**src/rtl/pwdc_pkg.sv**
```systemverilog
// Shared types, constants and register indexes of the PID controller block.
package pwdc_pkg;

  // Field widths
  localparam int MeasW    = 10;
  localparam int ErrW     = 11;
  localparam int SumW     = 18;
  localparam int DiffW    = 12;
  localparam int GainW    = 16;
  localparam int RatioW   = 8;
  localparam int DriveW   = 16;
  localparam int CfgIdxW  = 3;
  localparam int CfgDataW = 16;
  localparam int InDataW  = 24;
  localparam int OutDataW = 24;
  localparam int PProdW   = GainW + 1 + ErrW;
  localparam int IProdW   = GainW + 1 + SumW;
  localparam int DProdW   = GainW + 1 + DiffW;
  localparam int AccW     = 36;

  // Default fraction bits of the gains
  localparam int GAIN_FRAC_BITS_DEF = 8;

  // Configuration register indexes
  localparam logic [CfgIdxW-1:0] REG_PROP_GAIN      = 3'd0;
  localparam logic [CfgIdxW-1:0] REG_INTEG_GAIN     = 3'd1;
  localparam logic [CfgIdxW-1:0] REG_DERIV_GAIN     = 3'd2;
  localparam logic [CfgIdxW-1:0] REG_DEADBAND_RATIO = 3'd3;
  localparam logic [CfgIdxW-1:0] REG_INTEGRAL_LIMIT = 3'd4;

  // Register reset values
  localparam logic [GainW-1:0]  PROP_GAIN_RST      = 16'd256;
  localparam logic [GainW-1:0]  INTEG_GAIN_RST     = 16'd0;
  localparam logic [GainW-1:0]  DERIV_GAIN_RST     = 16'd0;
  localparam logic [RatioW-1:0] DEADBAND_RATIO_RST = 8'd26;
  localparam logic [GainW-1:0]  INTEGRAL_LIMIT_RST = 16'd1000;

  typedef struct packed {
    logic [GainW-1:0]  prop_gain;
    logic [GainW-1:0]  integ_gain;
    logic [GainW-1:0]  deriv_gain;
    logic [RatioW-1:0] deadband_ratio;
    logic [GainW-1:0]  integral_limit;
  } cfg_t;

  typedef struct packed {
    logic             clear_history;
    logic [MeasW-1:0] setpoint;
    logic [MeasW-1:0] measurement;
  } sample_t;

  // Error stage result
  typedef struct packed {
    logic                    in_deadband;
    logic signed [ErrW-1:0]  err;
    logic signed [SumW-1:0]  sum;
    logic signed [DiffW-1:0] diff;
  } err_t;

  // Product stage result
  typedef struct packed {
    logic                     in_deadband;
    logic signed [PProdW-1:0] p_prod;
    logic signed [IProdW-1:0] i_prod;
    logic signed [DProdW-1:0] d_prod;
  } prod_t;

endpackage

```
**src/rtl/pwdc_err_stage.sv**
```systemverilog
// Error, deadband test and integral/previous-error state update.
module pwdc_err_stage (
  input  logic              clk,
  input  logic              rst,
  input  logic              load,
  input  pwdc_pkg::cfg_t    cfg,
  input  pwdc_pkg::sample_t smp,
  output pwdc_pkg::err_t    res
);
  import pwdc_pkg::*;

  logic signed [SumW-1:0]   error_sum;
  logic signed [ErrW-1:0]   previous_error;
  logic signed [SumW-1:0]   error_sum_next;
  logic signed [ErrW-1:0]   previous_error_next;
  logic signed [ErrW-1:0]   err;
  logic [MeasW-1:0]         mag;
  logic [SumW-1:0]          band_lhs;
  logic [SumW-1:0]          band_rhs;
  logic                     in_band;
  logic signed [SumW-1:0]   es;
  logic signed [ErrW-1:0]   pe;
  logic signed [SumW:0]     sum_raw;
  logic signed [SumW:0]     lim;
  logic signed [SumW:0]     neg_lim;
  logic signed [SumW:0]     sum_sat;
  logic signed [DiffW-1:0]  diff;
  err_t                     res_next;

  // Form error and test the deadband
  always_comb begin
    err      = $signed({1'b0, smp.measurement}) - $signed({1'b0, smp.setpoint});
    mag      = err[ErrW-1] ? MeasW'(-err) : err[MeasW-1:0];
    band_lhs = {mag, 8'd0};
    band_rhs = {{MeasW{1'b0}}, cfg.deadband_ratio} * {{RatioW{1'b0}}, smp.setpoint};
    in_band  = band_lhs < band_rhs;
  end

  // Clear history first, then accumulate with clamp
  always_comb begin
    es      = smp.clear_history ? '0 : error_sum;
    pe      = smp.clear_history ? '0 : previous_error;
    sum_raw = {es[SumW-1], es} + {{(SumW+1-ErrW){err[ErrW-1]}}, err};
    lim     = $signed({3'b000, cfg.integral_limit});
    neg_lim = -lim;
    if (sum_raw > lim) begin
      sum_sat = lim;
    end else if (sum_raw < neg_lim) begin
      sum_sat = neg_lim;
    end else begin
      sum_sat = sum_raw;
    end
    diff = {err[ErrW-1], err} - {pe[ErrW-1], pe};

    if (in_band) begin
      error_sum_next      = es;
      previous_error_next = pe;
    end else begin
      error_sum_next      = sum_sat[SumW-1:0];
      previous_error_next = err;
    end

    res_next.in_deadband = in_band;
    res_next.err         = err;
    res_next.sum         = sum_sat[SumW-1:0];
    res_next.diff        = diff;
  end

  // Hold controller state
  always_ff @(posedge clk) begin
    if (rst) begin
      error_sum      <= '0;
      previous_error <= '0;
    end else if (load) begin
      error_sum      <= error_sum_next;
      previous_error <= previous_error_next;
    end
  end

  // Stage register
  always_ff @(posedge clk) begin
    if (load) begin
      res <= res_next;
    end
  end

endmodule

```
**src/rtl/pwdc_mult_stage.sv**
```systemverilog
// Gain multiplications for the proportional, integral and derivative terms.
module pwdc_mult_stage (
  input  logic           clk,
  input  logic           load,
  input  pwdc_pkg::cfg_t cfg,
  input  pwdc_pkg::err_t din,
  output pwdc_pkg::prod_t res
);
  import pwdc_pkg::*;

  prod_t res_next;

  // Unsigned gains times signed terms
  always_comb begin
    res_next.in_deadband = din.in_deadband;
    res_next.p_prod      = $signed({1'b0, cfg.prop_gain}) * din.err;
    res_next.i_prod      = $signed({1'b0, cfg.integ_gain}) * din.sum;
    res_next.d_prod      = $signed({1'b0, cfg.deriv_gain}) * din.diff;
  end

  always_ff @(posedge clk) begin
    if (load) begin
      res <= res_next;
    end
  end

endmodule

```
**src/rtl/pwdc_sat_stage.sv**
```systemverilog
// Term sum, scaling toward zero and int16 saturation into the result register.
module pwdc_sat_stage #(
  parameter int GAIN_FRAC_BITS = pwdc_pkg::GAIN_FRAC_BITS_DEF
) (
  input  logic                             clk,
  input  logic                             load,
  input  pwdc_pkg::prod_t                  din,
  output logic [pwdc_pkg::OutDataW-1:0]    res
);
  import pwdc_pkg::*;

  localparam logic [AccW-1:0] PosMax = AccW'(32767);
  localparam logic [AccW-1:0] NegMax = AccW'(32768);

  logic signed [AccW-1:0] acc;
  logic [AccW-1:0]        mag;
  logic [AccW-1:0]        shifted;
  logic [DriveW-1:0]      drive;

  // Sum terms, scale magnitude, saturate
  always_comb begin
    acc     = AccW'(din.p_prod) + AccW'(din.i_prod) + AccW'(din.d_prod);
    mag     = acc[AccW-1] ? AccW'(-acc) : acc;
    shifted = mag >> GAIN_FRAC_BITS;
    if (din.in_deadband) begin
      drive = '0;
    end else if (acc[AccW-1]) begin
      drive = (shifted > NegMax) ? 16'h8000 : DriveW'(AccW'(0) - shifted);
    end else begin
      drive = (shifted > PosMax) ? 16'h7fff : shifted[DriveW-1:0];
    end
  end

  // Result register
  always_ff @(posedge clk) begin
    if (load) begin
      res <= {{(OutDataW-DriveW-1){1'b0}}, din.in_deadband, drive};
    end
  end

endmodule

```
**src/rtl/pid_with_deadband_and_clamp_top.sv**
```systemverilog
// PID controller with deadband and integral clamp: top level.
//
// Input stream (s_axis): one sample per transfer carrying measurement,
// setpoint and a clear-history flag. Output stream (m_axis): one result
// per sample carrying the saturated drive and an in-deadband flag.
// Gains, deadband ratio and integral limit are set through the write port
// (cfg_we, cfg_index, cfg_data) while no sample is in flight.
//
// The datapath is four register stages: input register, error/state
// stage, gain multiply stage, and sum/saturate result register. One
// sample is accepted every cycle while the receiver keeps up; the
// integral and previous error update in the error stage, so the next
// sample sees the updated values.
//
// When the receiver stalls, the stages fill up and s_axis_tready drops
// once all four hold a sample; nothing is lost or repeated.
// Reset empties the pipeline, zeroes the integral and previous error and
// loads the register defaults.
module pid_with_deadband_and_clamp_top #(
  parameter int GAIN_FRAC_BITS = pwdc_pkg::GAIN_FRAC_BITS_DEF
) (
  input  logic                            clk,
  input  logic                            rst,
  input  logic                            s_axis_tvalid,
  output logic                            s_axis_tready,
  // [9:0] measurement, [19:10] setpoint, [20] clear_history, [23:21] zero
  input  logic [pwdc_pkg::InDataW-1:0]    s_axis_tdata,
  output logic                            m_axis_tvalid,
  input  logic                            m_axis_tready,
  // [15:0] drive, [16] in_deadband, [23:17] zero
  output logic [pwdc_pkg::OutDataW-1:0]   m_axis_tdata,
  input  logic                            cfg_we,
  input  logic [pwdc_pkg::CfgIdxW-1:0]    cfg_index,
  input  logic [pwdc_pkg::CfgDataW-1:0]   cfg_data
);
  import pwdc_pkg::*;

  cfg_t    cfg;
  sample_t in_q;
  err_t    err_q;
  prod_t   prod_q;
  logic    s0_v, s1_v, s2_v, s3_v;
  logic    s1_ready, s2_ready, s3_ready;
  logic    s0_load, s1_load, s2_load, s3_load;

  // Configuration registers
  always_ff @(posedge clk) begin
    if (rst) begin
      cfg.prop_gain      <= PROP_GAIN_RST;
      cfg.integ_gain     <= INTEG_GAIN_RST;
      cfg.deriv_gain     <= DERIV_GAIN_RST;
      cfg.deadband_ratio <= DEADBAND_RATIO_RST;
      cfg.integral_limit <= INTEGRAL_LIMIT_RST;
    end else if (cfg_we) begin
      case (cfg_index)
        REG_PROP_GAIN:      cfg.prop_gain      <= cfg_data;
        REG_INTEG_GAIN:     cfg.integ_gain     <= cfg_data;
        REG_DERIV_GAIN:     cfg.deriv_gain     <= cfg_data;
        REG_DEADBAND_RATIO: cfg.deadband_ratio <= cfg_data[RatioW-1:0];
        REG_INTEGRAL_LIMIT: cfg.integral_limit <= cfg_data;
        default: ;
      endcase
    end
  end

  // Stage ready chain: a stage advances when the next one is free or moving
  assign s3_ready      = !s3_v || m_axis_tready;
  assign s2_ready      = !s2_v || s3_ready;
  assign s1_ready      = !s1_v || s2_ready;
  assign s_axis_tready = !s0_v || s1_ready;

  assign s0_load = s_axis_tvalid && s_axis_tready;
  assign s1_load = s0_v && s1_ready;
  assign s2_load = s1_v && s2_ready;
  assign s3_load = s2_v && s3_ready;

  // Stage valid flags
  always_ff @(posedge clk) begin
    if (rst) begin
      s0_v <= 1'b0;
      s1_v <= 1'b0;
      s2_v <= 1'b0;
      s3_v <= 1'b0;
    end else begin
      if (s_axis_tready) begin
        s0_v <= s_axis_tvalid;
      end
      if (s1_ready) begin
        s1_v <= s0_v;
      end
      if (s2_ready) begin
        s2_v <= s1_v;
      end
      if (s3_ready) begin
        s3_v <= s2_v;
      end
    end
  end

  // Input register
  always_ff @(posedge clk) begin
    if (s0_load) begin
      in_q <= s_axis_tdata[2*MeasW:0];
    end
  end

  pwdc_err_stage u_err (
    .clk  (clk),
    .rst  (rst),
    .load (s1_load),
    .cfg  (cfg),
    .smp  (in_q),
    .res  (err_q)
  );

  pwdc_mult_stage u_mult (
    .clk  (clk),
    .load (s2_load),
    .cfg  (cfg),
    .din  (err_q),
    .res  (prod_q)
  );

  pwdc_sat_stage #(
    .GAIN_FRAC_BITS (GAIN_FRAC_BITS)
  ) u_sat (
    .clk  (clk),
    .load (s3_load),
    .din  (prod_q),
    .res  (m_axis_tdata)
  );

  assign m_axis_tvalid = s3_v;

  // Input side stalls only when every stage holds a sample
  a_full_stall: assert property (@(posedge clk) disable iff (rst)
    !s_axis_tready |-> (s0_v && s1_v && s2_v && s3_v))
    else $error("input stalled with a free stage");

  // A deadband result always carries a zero drive
  a_band_zero: assert property (@(posedge clk) disable iff (rst)
    m_axis_tvalid && m_axis_tdata[DriveW] |-> (m_axis_tdata[DriveW-1:0] == '0))
    else $error("deadband result with nonzero drive");

  // Pipeline is empty right after reset
  a_reset_empty: assert property (@(posedge clk)
    rst |=> !m_axis_tvalid)
    else $error("output valid right after reset");

  // A result appears only if the multiply stage held a sample before
  a_out_source: assert property (@(posedge clk) disable iff (rst)
    $rose(m_axis_tvalid) |-> $past(s2_v))
    else $error("result appeared without a source sample");

endmodule

```
**config.mk**
```make
export PLATFORM = sky130hd
export DESIGN_NAME = pid_with_deadband_and_clamp_top
export DESIGN_NICKNAME = d
export VERILOG_FILES = /design/src/rtl/pwdc_pkg.sv /design/src/rtl/pwdc_err_stage.sv /design/src/rtl/pwdc_mult_stage.sv /design/src/rtl/pwdc_sat_stage.sv /design/src/rtl/pid_with_deadband_and_clamp_top.sv
export SDC_FILE = /design/constraint.sdc
export NUM_CORES = 2
export LEC_CHECK = 0
export ABC_AREA = 0
export BUFFER_PORTS_ARGS = -buffer_cell sky130_fd_sc_hd__clkbuf_2
export CAP_MARGIN = 0
export CORE_MARGIN = 2
export CORE_UTILIZATION = 40
export DETAILED_ROUTE_END_ITERATION = 12
export PLACE_DENSITY = 0.6
export SYNTH_ARGS = -nofsm -noshare
export SYNTH_HDL_FRONTEND = slang
export SYNTH_SLANG_ARGS = --single-unit
export TNS_END_PERCENT = 20
```
**constraint.sdc**
```tcl
create_clock -name clk -period 18.3 [get_ports clk]
set_input_delay 0.915 -clock clk [delete_from_list [all_inputs] [get_ports clk]]
set_output_delay 0.915 -clock clk [all_outputs]
set_load 0.03 [all_outputs]
```
==> flow_summary.yaml <==
worst_setup_path:
  rrSetupSlack_ns: 10.81
  crit_arrival_ns: 7.80
  cp.required_ns: 18.61
  r2r_start: "u_err.res[24]$_DFFE_PP_"
  end_kind: "flop"
  crit_family: "adder cells"
  slowest_delay_ns: 0.94
  crit_top_cell: "fa_1"
  path_buf_inv: 5
  critPathSlowestCell: "edfxtp_1"
  critical_path_class: "flop to flop"
  worst_r2r_path_depth: 26
  cp-endpoint: "u_mult.res[62]$_DFFE_PP_"
  cp.depth: 26
  cp_max_fo: 16
  rr_endpoint: "u_mult.res[62]$_DFFE_PP_"
  critPathLaunchType: "flop"
  crit_start: "u_err.res[24]$_DFFE_PP_"
synthesis:
  synth_common_cells: "854 x inv_1, 647 x fa_1, 620 x nand2_1"
  ys.flop_type: "edfxtp_1"
  yosysWarnings: 0
  synth_area_um2: 42100
  yosysSeqAreaShare: 0.173
  yosysTopAreaCell: "fa_1"
  synth.most_common_cell: "inv_1"
  synth_seq_cells: 278
  synth_edf_count: 173
  synth_top_area_share: 0.307
  syn-mean-instance-area_um2: 9.12
  yosysUniqueCellTypes: 96
  synth_cells: 4619
  async_flop_share: 0
  synth_area_leaders: "fa_1 31%, edfxtp_1 12%, ha_1 12%"
sta:
  setup-violations-final: 0
  max_clock_freq_mhz: 134
  period_share: 0.409
  skew_ns: 0.0338
  worst_pin_slew_ns: 1.13
  fin_ws_ns: 10.81
  fin_setup_tns_ns: 0
  period_needed_ns: 7.49
  hold_violations: 0
  rsz0062_at_grt: "no"
  slew_headroom: 0.249
  drv_slew: 0
clock_tree:
  cts_tree: "done"
  cts-buffers-inserted: 36
  cts_setup_buffers: 0
  clockBufferDepth: 3
  clock_sinks: 278
  clk-insertion-delay-late_ns: 0.58
  cts_resized: 0
  ctsHtreeMaxLevel: 2
  ctsHoldBuffers: 0
  clk_pin_slew_ns: 0.06
  cts_root_buf: "clkbuf_16"
global_route:
  grt_pass1_vias: 31714
  use_met2: 0.328
  grtUsageMet1: 0.266
  gr-max-usage-layer: "met2"
  grt_pass1_wl_mm: 169
  antenna_found_initial: 2
  grt_max_degree: 91
  grt.overflow.total: 0
  globalRouteMet3Util: 0.0225
  grtUsageTotal: 0.195
cells_and_area:
  nets: 5680
  regArea_um2: 7300
  nFillCells: 10366
  area_growth_pct: 6.76
  fin_util: 0.429
  multi_input_area_um2: 30900
  num_antenna_cells: 0
  drive_gt1_frac: 0.0459
routing:
  dr.pass1.iters: 5
  wl_per_cell_um: 16.8
  drtAntennaViolNets: 0
  drt-total-wl_mm: 101
  remaining_drc_errors: 0
  drtIter0Drc: 1555
  vias: 30261
  routed_via_density: 5.05
floorplanning:
  die_h_um: 329
  dieArea_um2: 108000
  io-pin-count: 74
  rows: 119
  start_util: 0.402
  core_area_um2: 105000
  die_w_um: 329
outcome:
  outcome: "finished clean"
power_and_ir_drop:
  power_density_nw_per_um2: 71.2
  peakVddDrop_mv: 0.0711
  power_leakage_nw: 20.7
  power.total_mw: 3.20
placement:
  dpl.hpwl_mm: 81.1
  portBuffers: 63
  pre_cts_slack_ns: 10.85
  gp_congestion: 0.840
worst_hold_path:
  hold_path_class: "flop to flop"
job:
  maxCapViolCount: 0
==> cell type report <==
type / count / area share
inverter: 855 / 0.0713
multi-input combinational: 3308 / 0.688
clock inverter: 21 / 0.00579
tap: 1391 / 0.0387
timing repair buffer: 93 / 0.0120
clock buffer: 45 / 0.0220
sequential: 278 / 0.162
==> how the worst min path moves through the flow <==
stage	start	to	slack [ns]	cells after the start
after floorplan	u_err.res[41]$_DFFE_PP_	u_mult.res[92]$_DFFE_PP_	0.40	0
after global placement	u_err.error_sum[3]$_SDFFE_PP0P_	u_err.error_sum[3]$_SDFFE_PP0P_	0.45	1
after detailed placement	u_err.error_sum[6]$_SDFFE_PP0P_	u_err.error_sum[6]$_SDFFE_PP0P_	0.45	1
after CTS	u_err.error_sum[14]$_SDFFE_PP0P_	u_err.error_sum[14]$_SDFFE_PP0P_	0.47	1
after global routing	u_err.error_sum[2]$_SDFFE_PP0P_	u_err.error_sum[2]$_SDFFE_PP0P_	0.48	1
final	u_err.error_sum[6]$_SDFFE_PP0P_	u_err.error_sum[6]$_SDFFE_PP0P_	0.47	1
==> state kept, by name (all words and copies together), names as in the netlist <==
| register | cells |
|---|---|
| m_axis_tvalid | 1 |
| u_err.res | 42 |
| u_err.previous_error | 11 |
| s0_v | 1 |
| s1_v | 1 |
| cfg | 72 |
| u_mult.res | 93 |
| in_q | 21 |
| u_sat.res | 17 |
| u_err.error_sum | 18 |
| s2_v | 1 |
==> stage by stage <==
step | area (um^2) | cells | hold WS (ns)
finish | 45000 | 5991 | 0.471
global placement | 43700 | 5925 | 0.449
CTS | 45000 | 5991 | 0.470
detailed placement | 43700 | 5925 | 0.450
floorplan | 42200 | 4625 | 0.400
global route | 45000 | 5991 | 0.476
==> worst register-to-register path, cell delays in order, from the launching register on <==
cell and delay [ns]:
edfxtp_1 0.94, nand2_1 0.20, fa_1 0.57, inv_1 0.05, fa_1 0.53, inv_1 0.05, fa_1 0.50, inv_1 0.06
fa_1 0.53, inv_1 0.05, fa_1 0.47, inv_1 0.05, fa_1 0.44, ha_1 0.23, nor3_1 0.29, nand2b_1 0.12
o21ai_0 0.13, a211oi_1 0.12, o31ai_1 0.32, a21oi_1 0.17, a41oi_1 0.33, a21oi_1 0.16, a41oi_1 0.29, a21oi_1 0.14
a21o_1 0.20, a21oi_1 0.16, xnor2_1 0.11
==> kinds of logic (layout without fill, tap and decap cells) <==
logic type,after synthesis,after routing,share of synthesized area
and+or+nand+nor,1449,1449,0.169
adders and majority gates,1060,1060,0.430
buffers and inverters,1039,1014,0.0936
AOI/OAI and AO/OA,589,589,0.0918
DFF,278,278,0.173
xor gates and xnor gates,185,185,0.0385
muxes,18,18,0.00434
other,1,7,0.0000890
==> power breakdown <==
| group | internal (mW) | switching, mW | total, mW |
|---|---|---|---|
| sequential | 0.754 | 0.129 | 0.883 |
| clock | 0.447 | 0.303 | 0.751 |
| combinational | 0.639 | 0.931 | 1.57 |
| total | 1.84 | 1.36 | 3.20 |
==> placed cells by master, fill, tap and decap left out, drive strengths merged, types with 18 or more instances in the layout <==
cell type / Yosys / final
dfxtp: 105 / 105
nand2b: 60 / 60
xnor2: 140 / 140
nor2: 172 / 172
and3: 18 / 18
and2: 327 / 327
ha: 413 / 413
nor2b: 49 / 49
fa: 647 / 647
inv: 854 / 858
xor2: 45 / 45
a31oi: 18 / 18
a22o: 19 / 19
a21oi: 211 / 211
buf: 22 / 31
clkbuf: 162 / 107
a21o: 46 / 46
edfxtp: 173 / 173
o21a: 36 / 36
nand2: 620 / 620
nor3: 49 / 49
nand3: 61 / 61
o21ai: 94 / 94
or3: 21 / 21
==> per-layer routing <==
metal | share of wire | vias to the layer above | wire (um)
li1 | - | 14505 | -
met1 | 0.47 | 15003 | 47200
met2 | 0.47 | 612 | 47200
met3 | 0.040 | 139 | 4040
met4 | 0.023 | 2 | 2310
met5 | 0.00013 | - | 13
No activity file was read; power rests on OpenSTA's default activity.
